==> config.mk <==
export PLATFORM = sky130hd
export DESIGN_NAME = rgb_led_fade_cycle_controller_top
export DESIGN_NICKNAME = d
export VERILOG_FILES = /design/src/rtl/rgbfade_pkg.sv /design/src/rtl/rgb_led_fade_cycle_controller_top.sv
export SDC_FILE = /design/constraint.sdc
export NUM_CORES = 2
export LEC_CHECK = 0
export BUFFER_PORTS_ARGS = -buffer_cell sky130_fd_sc_hd__clkbuf_2
export CAP_MARGIN = 20
export CELL_PAD_IN_SITES_DETAIL_PLACEMENT = 1
export CELL_PAD_IN_SITES_GLOBAL_PLACEMENT = 2
export CORE_UTILIZATION = 37
export CTS_CLUSTER_DIAMETER = 200
export DETAILED_ROUTE_END_ITERATION = 6
export PLACE_DENSITY_LB_ADDON = 0.2
export SYNTH_ARGS = -nofsm -noshare
export SYNTH_HDL_FRONTEND = slang
export SYNTH_SLANG_ARGS = --single-unit
==> constraint.sdc <==
create_clock -name aclk -period 14.9 [get_ports aclk]
set_clock_uncertainty 0.1 [all_clocks]
set_input_delay 2.98 -clock aclk [delete_from_list [all_inputs] [get_ports aclk]]
set_output_delay 2.98 -clock aclk [all_outputs]
set_load 0.03 [all_outputs]
==> src/rtl/rgbfade_pkg.sv <==
// shared constants and helper functions for the rgb led fade-cycle controller
package rgbfade_pkg;

    // intensity bounds
    localparam logic [7:0]  LVL_MAX = 8'd254;
    localparam logic [7:0]  LVL_MIN = 8'd10;

    // fade rate bounds in hundredths
    localparam logic [11:0] RATE_MIN = 12'd100;
    localparam logic [11:0] RATE_MAX = 12'd3200;

    // fade bound checks, in hundredths
    localparam logic [15:0] SRC_FLOOR_HUND = 16'd1000;
    localparam logic [15:0] DST_CEIL_HUND  = 16'd25500;
    localparam logic [15:0] HUND           = 16'd100;

    // reciprocals: x/100 = ((x>>2)*1311)>>15 for x < 4096,
    // x/1000 = ((x>>3)*2147484)>>28 for x < 2^24
    localparam logic [10:0] RECIP_25  = 11'd1311;
    localparam logic [21:0] RECIP_125 = 22'd2147484;

    // register reset values
    localparam logic [15:0] PERIOD_LOAD_RST = 16'd11362;
    localparam logic [15:0] LONG_PRESS_RST  = 16'd170;
    localparam logic [6:0]  RATE_STEP_RST   = 7'd1;

    // register indexes (word address)
    localparam logic [1:0] REG_PERIOD_LOAD = 2'd0;
    localparam logic [1:0] REG_LONG_PRESS  = 2'd1;
    localparam logic [1:0] REG_RATE_STEP   = 2'd2;

    // manual target codes
    localparam logic [2:0] TGT_NONE   = 3'd0;
    localparam logic [2:0] TGT_CH0    = 3'd1;
    localparam logic [2:0] TGT_CH1    = 3'd2;
    localparam logic [2:0] TGT_CH2    = 3'd3;
    localparam logic [2:0] TGT_SELECT = 3'd4;

    // fade phases
    localparam logic [1:0] PH_0 = 2'd0;
    localparam logic [1:0] PH_1 = 2'd1;
    localparam logic [1:0] PH_2 = 2'd2;

    // short press count limit
    localparam logic [1:0] SHORT_MAX = 2'd3;

    // rate divided by 100, truncated
    function automatic logic [5:0] div100(input logic [11:0] r);
        logic [20:0] p;
        p = 21'(r[11:2]) * 21'(RECIP_25);
        return p[20:15];
    endfunction

    // product divided by 1000, truncated
    function automatic logic [14:0] div1000(input logic [23:0] x);
        logic [42:0] p;
        p = 43'(x[23:3]) * 43'(RECIP_125);
        return p[42:28];
    endfunction

    // manual step of one channel, saturating at the bounds
    function automatic logic [7:0] adj_level(input logic [7:0] lvl, input logic up,
                                             input logic dn);
        logic [7:0] v;
        v = lvl;
        if (up) begin
            v = (v >= LVL_MAX) ? LVL_MAX : v + 8'd1;
        end
        if (dn) begin
            v = (v <= LVL_MIN) ? LVL_MIN : v - 8'd1;
        end
        return v;
    endfunction

    // saturating tick counter
    function automatic logic [15:0] sat_inc(input logic [15:0] v);
        return (v == 16'hFFFF) ? v : v + 16'd1;
    endfunction

endpackage

==> src/rtl/rgb_led_fade_cycle_controller_top.sv <==
// top level of the rgb led fade-cycle controller: state update, pwm scaling, apb registers
//
// Each input transaction is one button sampling tick (s_tdata bit 0 up, bit 1 down, both
// active high) and yields exactly one result transaction with three pwm compare values and
// the mode, target, phase and rate status. One tick is accepted every clock cycle unless
// back-pressure on m_tready stalls the pipeline, one stage at a time: the whole state update
// for a tick (rate clamp, fade step, press counting, manual step) is done in the cycle it is
// accepted, and the scaling intensity * period_load / 1000 follows in two pipeline stages
// (one multiply register, one reciprocal-multiply into the output register). Registers are
// written over apb at byte addresses 0 (period_load), 4 (long_press_ticks) and 8
// (rate_step). The user must write them only while no tick is in flight; it is unchecked.
module rgb_led_fade_cycle_controller_top
    import rgbfade_pkg::*;
(
    input  logic        aclk,
    input  logic        aresetn,
    // tick input
    input  logic        s_tvalid,
    output logic        s_tready,
    input  logic [7:0]  s_tdata,    // [0] up_pressed, [1] down_pressed, [7:2] zero
    // result output
    output logic        m_tvalid,
    input  logic        m_tready,
    output logic [63:0] m_tdata,    // [14:0] duty_first, [29:15] duty_second,
                                    // [44:30] duty_third, [45] manual_mode,
                                    // [48:46] manual_target, [50:49] fade_phase,
                                    // [62:51] rate_now, [63] zero
    // configuration
    input  logic        psel,
    input  logic        penable,
    input  logic        pwrite,
    input  logic [3:0]  paddr,
    input  logic [31:0] pwdata,
    output logic [31:0] prdata,
    output logic        pready
);

    // configuration registers
    logic [15:0] period_load_reg;
    logic [15:0] long_press_reg;
    logic [6:0]  rate_step_reg;

    // controller state
    logic [7:0]  int0_reg, int1_reg, int2_reg;
    logic [7:0]  int0_next, int1_next, int2_next;
    logic [1:0]  phase_reg, phase_next;
    logic [11:0] rate_reg, rate_next;
    logic        mode_reg, mode_next;
    logic [2:0]  tgt_reg, tgt_next;
    logic [15:0] held_reg, held_next;
    logic [1:0]  short_reg, short_next;
    logic        long_reg, long_next;
    logic        open_reg, open_next;

    // pipeline valids
    logic        st_valid_reg;
    logic        prod_valid_reg;
    logic        out_valid_reg;

    // product stage
    logic [23:0] prod0_reg, prod1_reg, prod2_reg;
    logic        prod_mode_reg;
    logic [2:0]  prod_tgt_reg;
    logic [1:0]  prod_phase_reg;
    logic [11:0] prod_rate_reg;

    // output stage
    logic [14:0] duty0_reg, duty1_reg, duty2_reg;
    logic        out_mode_reg;
    logic [2:0]  out_tgt_reg;
    logic [1:0]  out_phase_reg;
    logic [11:0] out_rate_reg;

    // handshake and flow control
    logic        in_up, in_dn;
    logic        s_accept;
    logic        load_out, load_prod;
    logic        cfg_write;

    // auto fade datapath
    logic [12:0] rate_sum;
    logic [11:0] rate_after_up, rate_auto;
    logic [5:0]  rate_q, rate_ceil;
    logic        rate_rem_nz;
    logic [7:0]  src_lvl, dst_lvl, src_new, dst_new;
    logic [1:0]  dst_phase;
    logic        fade_wrap;
    logic        sel_hold;

    assign in_up = s_tdata[0];
    assign in_dn = s_tdata[1];

    // pipeline flow: each stage moves when the one after it is free or moving
    assign load_out  = prod_valid_reg && (!out_valid_reg || m_tready);
    assign load_prod = st_valid_reg && (!prod_valid_reg || load_out);
    assign s_tready  = !st_valid_reg || load_prod;
    assign s_accept  = s_tvalid && s_tready;

    // apb port
    assign pready    = 1'b1;
    assign cfg_write = psel && penable && pwrite && pready;

    always_comb begin
        case (paddr[3:2])
            REG_PERIOD_LOAD: prdata = {16'd0, period_load_reg};
            REG_LONG_PRESS:  prdata = {16'd0, long_press_reg};
            REG_RATE_STEP:   prdata = {25'd0, rate_step_reg};
            default:         prdata = 32'd0;
        endcase
    end

    always_ff @(posedge aclk) begin
        if (!aresetn) begin
            period_load_reg <= PERIOD_LOAD_RST;
            long_press_reg  <= LONG_PRESS_RST;
            rate_step_reg   <= RATE_STEP_RST;
        end else if (cfg_write) begin
            case (paddr[3:2])
                REG_PERIOD_LOAD: period_load_reg <= pwdata[15:0];
                REG_LONG_PRESS:  long_press_reg  <= pwdata[15:0];
                REG_RATE_STEP:   rate_step_reg   <= pwdata[6:0];
                default:         ;
            endcase
        end
    end

    // rate adjust with clamp, used in automatic mode
    assign rate_sum      = {1'b0, rate_reg} + {6'd0, rate_step_reg};
    assign rate_after_up = !in_up ? rate_reg :
                           (rate_sum > {1'b0, RATE_MAX}) ? RATE_MAX : rate_sum[11:0];
    always_comb begin
        rate_auto = rate_after_up;
        if (in_dn) begin
            if ({1'b0, rate_after_up} < {1'b0, RATE_MIN} + {6'd0, rate_step_reg}) begin
                rate_auto = RATE_MIN;
            end else begin
                rate_auto = rate_after_up - {5'd0, rate_step_reg};
            end
        end
    end

    // whole steps moved: floor for the destination, ceiling for the source
    assign rate_q      = div100(rate_auto);
    assign rate_rem_nz = (12'(rate_q) * 12'd100) != rate_auto;
    assign rate_ceil   = rate_q + {5'd0, rate_rem_nz};

    // source and destination channel of the current phase
    always_comb begin
        case (phase_reg)
            PH_0: begin
                src_lvl   = int0_reg;
                dst_lvl   = int1_reg;
                dst_phase = PH_1;
            end
            PH_1: begin
                src_lvl   = int1_reg;
                dst_lvl   = int2_reg;
                dst_phase = PH_2;
            end
            PH_2: begin
                src_lvl   = int2_reg;
                dst_lvl   = int0_reg;
                dst_phase = PH_0;
            end
            default: begin
                src_lvl   = int0_reg;
                dst_lvl   = int1_reg;
                dst_phase = PH_0;
            end
        endcase
    end

    assign fade_wrap = (16'(src_lvl) * HUND < SRC_FLOOR_HUND + 16'(rate_auto))
                    || (16'(dst_lvl) * HUND + 16'(rate_auto) >= DST_CEIL_HUND);
    assign src_new   = fade_wrap ? LVL_MIN : src_lvl - {2'd0, rate_ceil};
    assign dst_new   = fade_wrap ? LVL_MAX : dst_lvl + {2'd0, rate_q};

    // next state for one tick
    always_comb begin
        int0_next  = int0_reg;
        int1_next  = int1_reg;
        int2_next  = int2_reg;
        phase_next = phase_reg;
        rate_next  = rate_reg;
        mode_next  = mode_reg;
        tgt_next   = tgt_reg;
        held_next  = held_reg;
        short_next = short_reg;
        long_next  = long_reg;
        open_next  = open_reg;
        sel_hold   = 1'b0;

        // both buttons enter selection unless one is already running
        if (in_up && in_dn && !(mode_reg && tgt_reg == TGT_SELECT)) begin
            mode_next  = 1'b1;
            tgt_next   = TGT_SELECT;
            held_next  = 16'd0;
            short_next = 2'd0;
            long_next  = 1'b0;
            open_next  = 1'b0;
        end

        if (!mode_next) begin
            // automatic fade
            rate_next = rate_auto;
            if (fade_wrap) begin
                phase_next = dst_phase;
            end
            case (phase_reg)
                PH_0: begin
                    int0_next = src_new;
                    int1_next = dst_new;
                end
                PH_1: begin
                    int1_next = src_new;
                    int2_next = dst_new;
                end
                PH_2: begin
                    int2_next = src_new;
                    int0_next = dst_new;
                end
                default: ;
            endcase
        end else if (tgt_next == TGT_SELECT) begin
            // press counting while down is held
            if (open_next) begin
                if (in_up) begin
                    held_next = sat_inc(held_next);
                    sel_hold  = 1'b1;
                end else begin
                    if (held_next > long_press_reg) begin
                        long_next = 1'b1;
                    end else if (short_next != SHORT_MAX) begin
                        short_next = short_next + 2'd1;
                    end
                    open_next = 1'b0;
                end
            end
            if (!sel_hold) begin
                if (in_dn) begin
                    if (in_up) begin
                        open_next = 1'b1;
                        held_next = sat_inc(held_next);
                    end
                end else begin
                    if (long_next) begin
                        tgt_next = TGT_CH2;
                    end else if (short_next == 2'd1) begin
                        tgt_next = TGT_CH0;
                    end else if (short_next >= 2'd2) begin
                        tgt_next = TGT_CH1;
                    end
                    held_next  = 16'd0;
                    short_next = 2'd0;
                    long_next  = 1'b0;
                    open_next  = 1'b0;
                end
            end
        end else begin
            // manual step of the chosen channel
            case (tgt_next)
                TGT_CH0: int0_next = adj_level(int0_reg, in_up, in_dn);
                TGT_CH1: int1_next = adj_level(int1_reg, in_up, in_dn);
                TGT_CH2: int2_next = adj_level(int2_reg, in_up, in_dn);
                default: ;
            endcase
        end
    end

    // state registers and pipeline valids
    always_ff @(posedge aclk) begin
        if (!aresetn) begin
            int0_reg       <= LVL_MAX;
            int1_reg       <= LVL_MIN;
            int2_reg       <= LVL_MIN;
            phase_reg      <= PH_0;
            rate_reg       <= RATE_MIN;
            mode_reg       <= 1'b0;
            tgt_reg        <= TGT_NONE;
            held_reg       <= 16'd0;
            short_reg      <= 2'd0;
            long_reg       <= 1'b0;
            open_reg       <= 1'b0;
            st_valid_reg   <= 1'b0;
            prod_valid_reg <= 1'b0;
            out_valid_reg  <= 1'b0;
        end else begin
            if (s_accept) begin
                int0_reg  <= int0_next;
                int1_reg  <= int1_next;
                int2_reg  <= int2_next;
                phase_reg <= phase_next;
                rate_reg  <= rate_next;
                mode_reg  <= mode_next;
                tgt_reg   <= tgt_next;
                held_reg  <= held_next;
                short_reg <= short_next;
                long_reg  <= long_next;
                open_reg  <= open_next;
            end
            if (s_tready) begin
                st_valid_reg <= s_tvalid;
            end
            if (!prod_valid_reg || load_out) begin
                prod_valid_reg <= load_prod;
            end
            if (!out_valid_reg || m_tready) begin
                out_valid_reg <= load_out;
            end
        end
    end

    // scaling pipeline: multiply, then divide by 1000
    always_ff @(posedge aclk) begin
        if (load_prod) begin
            prod0_reg      <= 24'(int0_reg) * 24'(period_load_reg);
            prod1_reg      <= 24'(int1_reg) * 24'(period_load_reg);
            prod2_reg      <= 24'(int2_reg) * 24'(period_load_reg);
            prod_mode_reg  <= mode_reg;
            prod_tgt_reg   <= tgt_reg;
            prod_phase_reg <= phase_reg;
            prod_rate_reg  <= rate_reg;
        end
        if (load_out) begin
            duty0_reg     <= div1000(prod0_reg);
            duty1_reg     <= div1000(prod1_reg);
            duty2_reg     <= div1000(prod2_reg);
            out_mode_reg  <= prod_mode_reg;
            out_tgt_reg   <= prod_tgt_reg;
            out_phase_reg <= prod_phase_reg;
            out_rate_reg  <= prod_rate_reg;
        end
    end

    assign m_tvalid = out_valid_reg;
    assign m_tdata  = {1'b0, out_rate_reg, out_phase_reg, out_tgt_reg, out_mode_reg,
                       duty2_reg, duty1_reg, duty0_reg};

    // rate stays inside its clamp
    assert property (@(posedge aclk) disable iff (!aresetn)
        (rate_reg >= RATE_MIN) && (rate_reg <= RATE_MAX))
        else $error("fade rate left its range");

    // every intensity stays inside the level bounds
    assert property (@(posedge aclk) disable iff (!aresetn)
        (int0_reg >= LVL_MIN) && (int0_reg <= LVL_MAX) &&
        (int1_reg >= LVL_MIN) && (int1_reg <= LVL_MAX) &&
        (int2_reg >= LVL_MIN) && (int2_reg <= LVL_MAX))
        else $error("intensity out of bounds");

    // automatic mode never carries a manual target
    assert property (@(posedge aclk) disable iff (!aresetn)
        !mode_reg |-> (tgt_reg == TGT_NONE))
        else $error("target set in automatic mode");

    // a tick that has updated state is not dropped before the product stage
    assert property (@(posedge aclk) disable iff (!aresetn)
        (st_valid_reg && !load_prod) |=> st_valid_reg)
        else $error("pending tick lost");

endmodule

==> impl_results.md <==
- DRC: 0
- Die Ht: 353 um
- H-tree depth: 2
- Detailed placer's ending HPWL: between 100000 and 150000 um
- CP Launch Type: input port
- Per-cell routed wire length: 18.1 um
- Max_cap viols: 0
- Core area: 122000 sq um
- Root buffer cell: clkbuf_16
- # hold bufs at CTS: 0
- Synthesized instance count: 5022
- Die X: 353 um
- Final hold violations: 0
- Initial core utilization: 0.374
- Worst-path clk slew: about 0.060 ns
- Postcts setup bufs: 0
- Max Freq: 0.0705 GHz
- Nets: 6634
- Slowest-stage cell, CP: fa_1
- I/O Buffers: 107
- Final Cycle Share: 0.952
- Synth cell types: 91
- Worst path arrival time: 14.59 ns
- Drt first pass iters: 5
- CTS tree: built
- Fin crit period: 14.19 ns
- # IOs: 150
- GPL Wtd Cong: 0.825
- Rel. slew slack: 0.335
- Netlist Area Pre-Place: 45600 sq um
- Vias after detailed routing: 33846
- Routed wire length: 123000 um
- Share of layout cells above drive strength 1: 0.0698
- P&R area growth vs syn: 9.68%
- Rows: 128
- Clk_lat worst skew: 0.63 ns
- Crit end category: flop
- Die Area: about 120000 sq um
- Drt initial violations: roughly 910
- CP Class: input port to flop
- Worst-path fanout max: 4
- WP data required: roughly 15 ns
- Overflow after GRT: 0
- Post-synthesis sequential area ratio: 0.141
- #FFs+latches synth: 248
- Inserted Clock Buffers: 40
- GR Util All Layers: 0.202
- CTS max path bufs: 3
- Largest net degree at the start of global routing: 72
- Async SR Flop Fraction: 0
- Antenna Cells: 0
- Setup TNS: 0 ns
- Slew @ Worst Pin: 0.995 ns
- Max-slew violations: 0
- Setup-failing EPs final: 0
- Most used cell, CP: inv_1
- Post-synth top flop: edfxtp_1
- Status: completed
- Syn Area/Cell: between 9 and 10 sq um
- Initial antenna violation count: 0
- Number of flops mapped to enable cells by yosys: 144
- Ys Warns: 0
- First-pass GRT wire length: ~200000 um
- Vias in the first global route: 36813
- Fin Hold WS: ~0.32 ns
- Worst path max stage delay: between 0.5 and 0.6 ns
- CTS Sinks: 248
- Layout filler cell count: between 10000 and 15000
- DRT antenna net count: 0
- Vias/cell: around 5.0
- Type of the most critical hold path: flop to flop
## final timing paths
kind	startpoint	endpoint	slack, ns	depth (start not counted)
setup / recovery	s_tdata[0]	int0_reg[7]	0.71	59
hold / removal	prod_rate_reg[10]	out_rate_reg[10]	0.32	0
setup reg to reg	rate_step_reg[2]	int0_reg[7]	0.88	65
hold reg to reg	prod_rate_reg[10]	out_rate_reg[10]	0.32	0
## repair_timing
item,4_1_cts,5_1_grt
gates resized for setup,0,21
hold endpoints to repair,0,0
setup endpoints to repair,0,9
## critical path, delay by kind of cell
kind                       cells  cell delay, ns
xor gates and xnor gates       5            0.79
buffers and inverters         10            0.81
and+or+nand+nor               13            1.90
adders and majority gates     13            4.88
AOI/OAI and AO/OA             18            3.23
## cell usage in the layout (no fill, tap or decap), drive strengths merged, types with 11 or more instances in the layout
cell type	count
inv	1046
ha	881
fa	562
nand2	437
nor2	253
and2	200
a21oi	189
xnor2	155
clkbuf	153
edfxtp	144
o21ai	144
buf	119
dfxtp	104
nand3	70
nor3	62
a21o	58
xor2	46
o21a	35
nor2b	33
o211ai	32
mux2i	29
a31oi	28
a22oi	28
and3	27
nand4	27
a211oi	26
a21boi	23
or3	21
conb	18
nand2b	18
or2	18
o31ai	14
clkinv	11
## cell usage after synthesis (all sizes together) (35+ instances only)
master  count  share of area
a21o       58         0.0096
a21oi     189          0.021
and2      200          0.027
clkbuf    140          0.012
dfxtp     104          0.046
edfxtp    144          0.095
fa        562           0.25
ha        881           0.24
inv      1041          0.086
nand2     437          0.036
nand3      70         0.0077
nor2      253          0.021
nor3       62         0.0070
o21a       35         0.0058
o21ai     144          0.016
xnor2     155          0.030
xor2       46         0.0088
## stage by stage
| stage | worst slack [ns] | instances | cell area [sq um] | util |
|---|---|---|---|---|
| final | 0.711 | 6796 | 50000 | 0.410 |
| after global routing | -0.00664 | 6796 | 50000 | 0.410 |
| after CTS | 0.398 | 6794 | 49900 | 0.409 |
| after detailed placement | -0.238 | 6721 | 48400 | 0.397 |
| after global placement | -0.0204 | 6721 | 48400 | 0.397 |
| after floorplan | 0.0666 | 5038 | 45600 | - |
## cell type report
type                       count  area, sq um  area share
sequential                   248         6410       0.128
clock inverter                27          404     0.00808
inverter                    1041         3910      0.0782
tap                         1625         2030      0.0407
multi-input combinational   3582        34800       0.695
clock buffer                  46         1040      0.0209
timing repair buffer         227         1440      0.0288
## kinds of logic (layout without fill, tap and decap cells)
| family | after synthesis | count (layout) | share of synthesized area |
|---|---|---|---|
| buffers and inverters | 1208 | 1341 | 0.101 |
| multiplexers | 29 | 29 | 0.00637 |
| AO/OA/AOI/OAI | 692 | 692 | 0.0996 |
| XOR/XNOR | 201 | 201 | 0.0388 |
| AND/OR/NAND/NOR | 1198 | 1198 | 0.125 |
| adder cells (fa/ha/maj) | 1444 | 1444 | 0.489 |
| flip-flops | 248 | 248 | 0.141 |
| other | 2 | 18 | 0.000165 |
## layer usage
layer,GRT usage,wire (um),part of all wire
met1,0.272,58500,0.48
met2,0.351,59500,0.48
met3,0.0189,2650,0.022
met4,0.0404,2190,0.018
met5,0,0,0
Power is not shown: default switching activity piles up to over one toggle a cycle in this logic, so the estimate is an artifact.
